==> src/rtc_registers_to_epoch_top_macros.svh <==
// Assertion helpers for the RTC epoch converter.
`ifndef RTC_REGISTERS_TO_EPOCH_TOP_MACROS_SVH
`define RTC_REGISTERS_TO_EPOCH_TOP_MACROS_SVH

`ifndef SYNTHESIS
// Checked only outside reset.
`define RTE_ASSERT(label, clk, rst, prop) \
  label: assert property (@(posedge clk) disable iff (rst) prop) \
    else $error("rtc epoch check failed");
// Checked at every edge, reset included.
`define RTE_ASSERT_ALWAYS(label, clk, prop) \
  label: assert property (@(posedge clk) prop) \
    else $error("rtc epoch check failed");
`else
`define RTE_ASSERT(label, clk, rst, prop)
`define RTE_ASSERT_ALWAYS(label, clk, prop)
`endif

`endif

==> src/rte_pkg.sv <==
package rte_pkg;

  typedef enum logic [1:0] {
    ST_OK      = 2'd0,
    ST_HALT    = 2'd1,
    ST_INVALID = 2'd2
  } status_t;

  localparam int unsigned YEAR_MIN = 19;
  localparam int unsigned YEAR_MAX = 99;

  // 2000-03-01 era base (5 * 146097) minus the 1970 offset (719468)
  localparam logic [15:0] DAYS_OFFSET = 16'(5 * 146097 - 719468);

  localparam logic [16:0] SEC_PER_DAY  = 17'd86400;
  localparam logic [11:0] SEC_PER_HOUR = 12'd3600;

  function automatic logic bcd_ok(input logic [7:0] v);
    return (v[3:0] <= 4'd9) && (v[7:4] <= 4'd9);
  endfunction

  function automatic logic [7:0] bcd_val(input logic [7:0] v);
    return 8'({4'd0, v[7:4]} * 8'd10) + {4'd0, v[3:0]};
  endfunction

  // day of the March-based year on which a month starts
  function automatic logic [8:0] doy_base(input logic [3:0] mon);
    logic [8:0] r;
    unique case (mon)
      4'd3:    r = 9'd0;
      4'd4:    r = 9'd31;
      4'd5:    r = 9'd61;
      4'd6:    r = 9'd92;
      4'd7:    r = 9'd122;
      4'd8:    r = 9'd153;
      4'd9:    r = 9'd184;
      4'd10:   r = 9'd214;
      4'd11:   r = 9'd245;
      4'd12:   r = 9'd275;
      4'd1:    r = 9'd306;
      4'd2:    r = 9'd337;
      default: r = 9'd0;
    endcase
    return r;
  endfunction

endpackage

==> src/rtc_registers_to_epoch_top.sv <==
// RTC time registers to Unix epoch seconds. Pulse start with a snapshot of
// the six BCD clock registers; at the last stage done is high for exactly one
// cycle with status (0 ok, 1 oscillator halted, 2 bad register contents) and
// the UTC epoch, which is zero unless status is ok. The converter is a
// four-stage pipeline, so a new item may be started every cycle and busy is
// never raised; there is no way to hold results back, so the receiver must
// take done/status/epoch_seconds in the cycle they appear. The time-zone
// offset (local minus UTC, signed minutes) is written through cfg_we and
// cfg_wdata and should only change while no item is in flight. The day of
// the month is not checked against the month length; an out-of-range day
// simply runs into the next month.
`include "rtc_registers_to_epoch_top_macros.svh"

module rtc_registers_to_epoch_top (
  input  logic        clk,
  input  logic        rst,
  input  logic        start,
  output logic        busy,
  input  logic [7:0]  seconds_reg,
  input  logic [7:0]  minutes_reg,
  input  logic [7:0]  hours_reg,
  input  logic [7:0]  date_reg,
  input  logic [7:0]  month_reg,
  input  logic [7:0]  year_reg,
  input  logic        cfg_we,
  input  logic [10:0] cfg_wdata,
  output logic        done,
  output logic [1:0]  status,
  output logic [31:0] epoch_seconds
);
  import rte_pkg::*;

  // Pipeline never stalls: the only downstream is a strobe.
  assign busy = 1'b0;

  // ---------------- configuration ----------------
  logic signed [10:0] tz_offset;

  always_ff @(posedge clk) begin
    if (rst) begin
      tz_offset <= '0;
    end else if (cfg_we) begin
      tz_offset <= cfg_wdata;
    end
  end

  // ---------------- stage 1: BCD decode and range checks ----------------
  logic       twelve;
  logic [7:0] sec_b, min_b, hr_b, mon_b;
  logic [7:0] sec_v, min_v, hr_v, day_v, mon_v, yr_v;
  logic       digits_ok, hour_ok, range_ok;
  logic [4:0] hour24;
  status_t    status1_next;

  always_comb begin
    twelve = hours_reg[6];
    sec_b  = {1'b0, seconds_reg[6:0]};
    min_b  = {1'b0, minutes_reg[6:0]};
    hr_b   = twelve ? {3'd0, hours_reg[4:0]} : {2'd0, hours_reg[5:0]};
    mon_b  = {3'd0, month_reg[4:0]};

    digits_ok = bcd_ok(sec_b) && bcd_ok(min_b) && bcd_ok(hr_b)
             && bcd_ok(date_reg) && bcd_ok(mon_b) && bcd_ok(year_reg);

    sec_v = bcd_val(sec_b);
    min_v = bcd_val(min_b);
    hr_v  = bcd_val(hr_b);
    day_v = bcd_val(date_reg);
    mon_v = bcd_val(mon_b);
    yr_v  = bcd_val(year_reg);

    hour_ok  = twelve ? (hr_v >= 8'd1 && hr_v <= 8'd12) : (hr_v <= 8'd23);
    range_ok = (sec_v < 8'd60) && (min_v < 8'd60) && hour_ok
            && (day_v >= 8'd1) && (day_v <= 8'd31)
            && (mon_v >= 8'd1) && (mon_v <= 8'd12)
            && (yr_v >= 8'(YEAR_MIN)) && (yr_v <= 8'(YEAR_MAX));

    // 12 AM is hour 0, 12 PM stays 12, other PM hours add 12
    if (!twelve) begin
      hour24 = hr_v[4:0];
    end else if (hours_reg[5]) begin
      hour24 = (hr_v == 8'd12) ? 5'd12 : hr_v[4:0] + 5'd12;
    end else begin
      hour24 = (hr_v == 8'd12) ? 5'd0 : hr_v[4:0];
    end

    // halt bit wins over bad contents
    if (seconds_reg[7]) begin
      status1_next = ST_HALT;
    end else if (digits_ok && range_ok) begin
      status1_next = ST_OK;
    end else begin
      status1_next = ST_INVALID;
    end
  end

  logic       s1_valid;
  status_t    s1_status;
  logic [5:0] s1_sec, s1_min;
  logic [4:0] s1_hour, s1_day;
  logic [3:0] s1_mon;
  logic [6:0] s1_yr;

  always_ff @(posedge clk) begin
    if (rst) begin
      s1_valid <= 1'b0;
    end else begin
      s1_valid <= start && !busy;
    end
  end

  always_ff @(posedge clk) begin
    s1_status <= status1_next;
    s1_sec    <= sec_v[5:0];
    s1_min    <= min_v[5:0];
    s1_hour   <= hour24;
    s1_day    <= day_v[4:0];
    s1_mon    <= mon_v[3:0];
    s1_yr     <= yr_v[6:0];
  end

  // ---------------- stage 2: day count, time of day, zone seconds ----------
  // Years 2019..2099 all sit in era 5, and year-of-era stays below 100,
  // so the century correction drops out.
  logic               mar_based_prev;
  logic [6:0]         yoe;
  logic [15:0]        days_next;
  logic [16:0]        sod_next;
  logic signed [16:0] tz_ext;
  logic signed [16:0] tz_sec_next;

  always_comb begin
    mar_based_prev = (s1_mon <= 4'd2);
    yoe = s1_yr - {6'd0, mar_based_prev};
    days_next = 16'({9'd0, yoe} * 16'd365) + {11'd0, yoe[6:2]}
              + {7'd0, doy_base(s1_mon)} + {11'd0, s1_day} - 16'd1 + DAYS_OFFSET;
    sod_next = 17'({12'd0, s1_hour} * {5'd0, SEC_PER_HOUR})
             + 17'({11'd0, s1_min} * 17'd60) + {11'd0, s1_sec};
    tz_ext = {{6{tz_offset[10]}}, tz_offset};
    tz_sec_next = tz_ext * 17'sd60;
  end

  logic               s2_valid;
  status_t            s2_status;
  logic [15:0]        s2_days;
  logic [16:0]        s2_sod;
  logic signed [16:0] s2_tz_sec;

  always_ff @(posedge clk) begin
    if (rst) begin
      s2_valid <= 1'b0;
    end else begin
      s2_valid <= s1_valid;
    end
  end

  always_ff @(posedge clk) begin
    s2_status <= s1_status;
    s2_days   <= days_next;
    s2_sod    <= sod_next;
    s2_tz_sec <= tz_sec_next;
  end

  // ---------------- stage 3: days to seconds, zone-adjusted time of day ------
  logic [31:0]        day_sec_next;
  logic signed [18:0] tod_adj_next;

  always_comb begin
    day_sec_next = 32'({16'd0, s2_days} * {15'd0, SEC_PER_DAY});
    tod_adj_next = $signed({2'b00, s2_sod}) - {{2{s2_tz_sec[16]}}, s2_tz_sec};
  end

  logic               s3_valid;
  status_t            s3_status;
  logic [31:0]        s3_day_sec;
  logic signed [18:0] s3_tod_adj;

  always_ff @(posedge clk) begin
    if (rst) begin
      s3_valid <= 1'b0;
    end else begin
      s3_valid <= s2_valid;
    end
  end

  always_ff @(posedge clk) begin
    s3_status  <= s2_status;
    s3_day_sec <= day_sec_next;
    s3_tod_adj <= tod_adj_next;
  end

  // ---------------- stage 4: final sum and output register ----------------
  logic [31:0] epoch_next;

  always_comb begin
    if (s3_status == ST_OK) begin
      epoch_next = s3_day_sec + {{13{s3_tod_adj[18]}}, s3_tod_adj};
    end else begin
      epoch_next = '0;
    end
  end

  always_ff @(posedge clk) begin
    if (rst) begin
      done <= 1'b0;
    end else begin
      done <= s3_valid;
    end
  end

  always_ff @(posedge clk) begin
    status        <= s3_status;
    epoch_seconds <= epoch_next;
  end

  // ---------------- checks ----------------
  `RTE_ASSERT(a_latency, clk, rst, (start && !busy) |-> ##4 done)
  `RTE_ASSERT(a_no_orphan, clk, rst, done |-> $past(start, 4))
  `RTE_ASSERT(a_zero_on_error, clk, rst,
              (done && status != ST_OK) |-> (epoch_seconds == 32'd0))
  `RTE_ASSERT(a_epoch_floor, clk, rst,
              (done && status == ST_OK) |-> (epoch_seconds >= 32'd1546239420))
  `RTE_ASSERT_ALWAYS(a_reset_quiet, clk, rst |=> !done)

endmodule

==> config.mk <==
export PLATFORM = sky130hd
export DESIGN_NAME = rtc_registers_to_epoch_top
export DESIGN_NICKNAME = d
export VERILOG_FILES = /design/src/rte_pkg.sv /design/src/rtc_registers_to_epoch_top.sv
export VERILOG_INCLUDE_DIRS = /design/src /design/src/src
export SDC_FILE = /design/constraint.sdc
export NUM_CORES = 1
export LEC_CHECK = 0
export BUFFER_PORTS_ARGS = -buffer_cell sky130_fd_sc_hd__clkbuf_2
export CORE_ASPECT_RATIO = 0.6
export CORE_MARGIN = 1.5
export CORE_UTILIZATION = 30
export DETAILED_ROUTE_END_ITERATION = 8
export PLACE_DENSITY = 0.43
export SLEW_MARGIN = 30
export SYNTH_ARGS = -nofsm -noshare
export SYNTH_HDL_FRONTEND = slang
export SYNTH_SLANG_ARGS = --single-unit
==> constraint.sdc <==
create_clock -name clk -period 17.3 [get_ports clk]
set_clock_uncertainty 0.1 [all_clocks]
set_input_delay 3.46 -clock clk [delete_from_list [all_inputs] [get_ports clk]]
set_output_delay 3.46 -clock clk [all_outputs]
set_load 0.02 [all_outputs]
==> impl_summary.md <==
Clock tree
The clock insertion delay at the later pin of the skew report is 0.46 ns. The clock input transition at the sequential cells of the worst setup and hold paths is 0.08 ns. In this run, post-CTS hold repair placed 0 buffers. TritonCTS built the clock tree. In this run, post-CTS repair resized a total of 0 instances. The library cell used as clock root buffer is clkbuf_16. CTS built an H-tree with a depth of 4. The largest buffer count on any clock path is 2. The setup fix buffers added after clock tree synthesis is 0.

The clock net sink count is 189. The total CTS buffers is 17.

Timing
Setup repair after global routing left no endpoint under its margin. The transition time at the pin with the least slew margin is 0.8316 ns. The smallest clock period supported by the final layout is computed as 6.573 ns. The aggregate negative setup slack is 0 ns. The tightest slew margin relative to the limit is 0.4416. The hold violation total from the final report is 0. Based on the critical path, the design can be clocked at up to 152.1 MHz. Setup violations remaining at the end of the flow were counted as 0. Of the available clock period, the critical path in the final layout requires 0.3800. The number of slew-limit violations in the final report is 0.

Floorplan
The die is 177.9 microns tall. Row generation in the floorplan step produced 63 rows. For this design the top-level I/O count stands at 99.

The effective utilization at floorplan is 0.3069. The core region area is 49,820 sq um. The floorplan step defined a die boundary enclosing 52,380 sq um. In this run the horizontal extent of the chip is 294.5 microns.

Synth
The netlist area before placement is 15,290 sq um. The xor-xnor portion of the synthesized cell area is 0.06759. The Yosys step of the flow raised 0 warnings. Yosys mapped the design onto 76 distinct sky130hd cell types. The compound-gate portion of the synthesized area came to 0.1305. The combinational family with the most area after synthesis is adder cells. The top cell type by total area after synthesis is dfxtp_1. The multiplexer share of the synthesized area is 0.01424. The proportion of synthesized chip area in sequential cells is 0.2474.

The synthesized area per cell is 9.533 sq um. Among all flip-flop cells after synthesis, the most frequent one is dfxtp_1. The simple logic cell fraction of the synthesized area is 0.1021. In the post-synthesis netlist, the biggest area contributors are dfxtp_1, ha_1, fa_1, inv_1, xnor2_1. In the synthesized netlist, the number of instances is 1,604. The flip-flop and latch count after synthesis is 189.

The number of nets in the synthesized netlist is 2,059. Yosys mapped a number of flops with a built-in enable equal to 0. The adder-cell share of the synthesized area is 0.3703. Of the post-synthesis cell area, the dominant cell type holds 0.2474. The async set or reset register ratio after synthesis is 0.

Worst setup path
Walking the worst path, the cells encountered are a211oi_1 > ha_1 > ha_1 > nand2_1 > or3_1 > xnor2_1 > inv_1 > ha_1 > fa_1 > inv_1 > fa_1 > inv_1 > fa_1 > ha_1 > ha_1 > and3_1 > a21oi_1 > o21ai_1 > o221a_2 > a211oi_2 > xnor2_1. The largest single stage delay on the critical path is 0.60 ns. STA classifies the critical path endpoint as a flop. The required arrival time at the worst endpoint is 17.51 ns.

The data arrival time of the critical path is 6.78 ns. The cell that appears most often on the critical path is ha_1. Of all nets on the critical path, the largest fanout is 5. STA classifies the critical path startpoint as a flop.

The start-to-end type of the worst setup path is flop to flop. The critical-path cell with the highest stage delay is xnor2_1.

Cells and area
For this run, the post-layout net count is 2,160. The number of antenna diodes in the final layout is 0. The growth of design area from synthesis to finish is 12.22%. The share of cells above drive strength 1 is 0.08847. After filler insertion, the fill cell instance count of the layout stands at 5,210.

Drt
The first detailed-routing pass ran for 4 iterations. For this block, the initial DRC count from the detailed router was 499. Using the TritonRoute via totals, the vias-per-cell ratio works out to 4.416.

The number of design rule violations left after detail routing is 0. The number of nets with antenna violations after detailed routing is 0. The post-detailed-routing wire length is 33,530 microns. The detailed router placed 10,600 vias in this run. The routed wire length per instance is 13.97 microns.

Job
The number of max-capacitance violations reported is 0.

GRT
After global routing the overflow that remains totals 0. Entering global routing, the biggest net connects 27 pins. The total global-route track usage is 0.1360. The number of antenna violations at the first check in global routing is 5. The number of global-route vias before repair is 10,460. The first global-routing pass estimated 55,700 microns of wire.

Min path
The min-delay analysis places its worst path in the category flop to flop.

Place
The half-perimeter wire length of the detailed placement result is 28,160 microns. Routability-driven placement finished with a final weighted congestion of 0.8563. During placement, the flow inserted port buffers numbering 92.

Outcome
The run finished with clean final reports.
-- registers in the layout (all words and copies together) (netlist names), 2 cells and up, named ones only --
name and count:
s3_tod_adj 19, s1_yr 7, status 2, s1_sec 6, s3_status 2, epoch_seconds 32
s2_status 2, s3_day_sec 25, s2_sod 17, s1_min 6, s1_day 5, tz_offset 11
s1_mon 4, s2_days 16, s1_hour 5, s2_tz_sec 15, s1_status 2
-- worst max-delay path, delay by kind of cell, from the launching register on --
family	cells	cell delay, ns
xor+xnor	2	0.70
buf+inv	3	0.38
simple gates	3	0.60
compound gates	5	1.24
fa+ha+maj	8	3.09
flops	1	0.30
-- final cells by class --
type,instances,area (sq um),share of cell area
Multi-Input combinational cell,1141,10480,0.6106
Sequential cell,189,3784,0.2205
Inverter,262,983.4,0.05731
Tap cell,682,853.3,0.04973
Timing Repair Buffer,94,475.5,0.02771
Clock buffer,18,439.2,0.02559
Clock inverter,14,146.4,0.008531
-- synth_stat cells, types with 5 or more instances --
| cell | n |
|---|---|
| nor2_1 | 89 |
| o21a_1 | 10 |
| nor2b_1 | 24 |
| mux2i_1 | 15 |
| nor3_1 | 31 |
| a31oi_1 | 12 |
| xor2_1 | 36 |
| nand3_1 | 27 |
| and2_1 | 14 |
| nand2_1 | 50 |
| o211ai_1 | 9 |
| inv_1 | 261 |
| and3_1 | 10 |
| or2_2 | 8 |
| nor3b_1 | 5 |
| a211oi_1 | 13 |
| a21o_1 | 43 |
| a211o_1 | 5 |
| clkbuf_1 | 9 |
| a21oi_1 | 94 |
| dfxtp_1 | 189 |
| o21bai_1 | 19 |
| xnor2_1 | 82 |
| o21ai_0 | 49 |
| ha_1 | 291 |
| nand4_1 | 7 |
| or3_1 | 8 |
| nand2b_1 | 11 |
| nor4_1 | 5 |
| fa_1 | 101 |
-- cell usage in the layout, fill, tap and decap left out, types with 4 or more instances in the layout --
| cell type | instances |
|---|---|
| nand4_1 | 7 |
| a211o_1 | 5 |
| a221oi_1 | 4 |
| nor3b_1 | 5 |
| a31oi_1 | 12 |
| xor2_1 | 36 |
| or2_2 | 8 |
| xnor2_1 | 82 |
| fa_1 | 101 |
| and2_1 | 14 |
| or3_1 | 8 |
| clkbuf_16 | 17 |
| o211ai_1 | 9 |
| a21o_1 | 43 |
| o21ai_0 | 49 |
| clkbuf_2 | 92 |
| inv_1 | 261 |
| a211oi_1 | 13 |
| mux2i_1 | 15 |
| o21a_1 | 10 |
| nand2_1 | 50 |
| o21bai_1 | 19 |
| nand3_1 | 27 |
| nor2_1 | 88 |
| inv_6 | 6 |
| nand3b_1 | 4 |
| a21oi_1 | 94 |
| nor2b_1 | 24 |
| a2111oi_0 | 4 |
| o31ai_1 | 4 |
| nand2b_1 | 11 |
| nor4_1 | 5 |
| ha_1 | 291 |
| and3_1 | 10 |
| nor3_1 | 31 |
| dfxtp_1 | 189 |
-- cells by family (layout without fill, tap and decap cells) --
family	Yosys count	count (layout)
adder cells (fa/ha/maj)	392	392
AND/OR/NAND/NOR	307	307
AO/OA/AOI/OAI	304	304
buffers and inverters	274	388
other	1	1
flip-flops	189	189
XOR/XNOR	118	118
multiplexers	19	19
-- layer usage --
metal / track usage / share of wire
met5: 0 / 0.00092
met4: 0.02792 / 0.010
met3: 0.03181 / 0.036
met2: 0.1775 / 0.35
met1: 0.2178 / 0.60
-- path summary, 6_finish.rpt --
| kind | endpoint | start | depth (start not counted) | slack [ns] |
|---|---|---|---|---|
| worst max-delay path | s2_days[15]$_DFF_P_ | s1_mon[1]$_DFF_P_ | 21 | 10.73 |
| worst min-delay path | s3_tod_adj[0]$_DFF_P_ | s2_sod[0]$_DFF_P_ | 0 | 0.23 |
| worst max register to register | s2_days[15]$_DFF_P_ | s1_mon[1]$_DFF_P_ | 21 | 10.73 |
| worst min register to register | s3_tod_adj[0]$_DFF_P_ | s2_sod[0]$_DFF_P_ | 0 | 0.23 |
-- per-stage QoR --
step / utilization / instance area, sq um / hold WS [ns] / worst slack [ns] / std cells
floorplan: - / 15290 / 0.2096 / 11.79 / 1604
global placement: 0.3326 / 16570 / 0.2116 / 10.72 / 2368
detailed placement: 0.3327 / 16570 / 0.2121 / 10.78 / 2368
CTS: 0.3444 / 17160 / 0.2319 / 10.74 / 2400
global route: 0.3444 / 17160 / 0.2349 / 10.40 / 2400
finish: 0.3444 / 17160 / 0.2298 / 10.73 / 2400
Power is left out: the tool's default activity adds up to more than one toggle a clock period on the data nets, which glitch-free logic cannot reach.
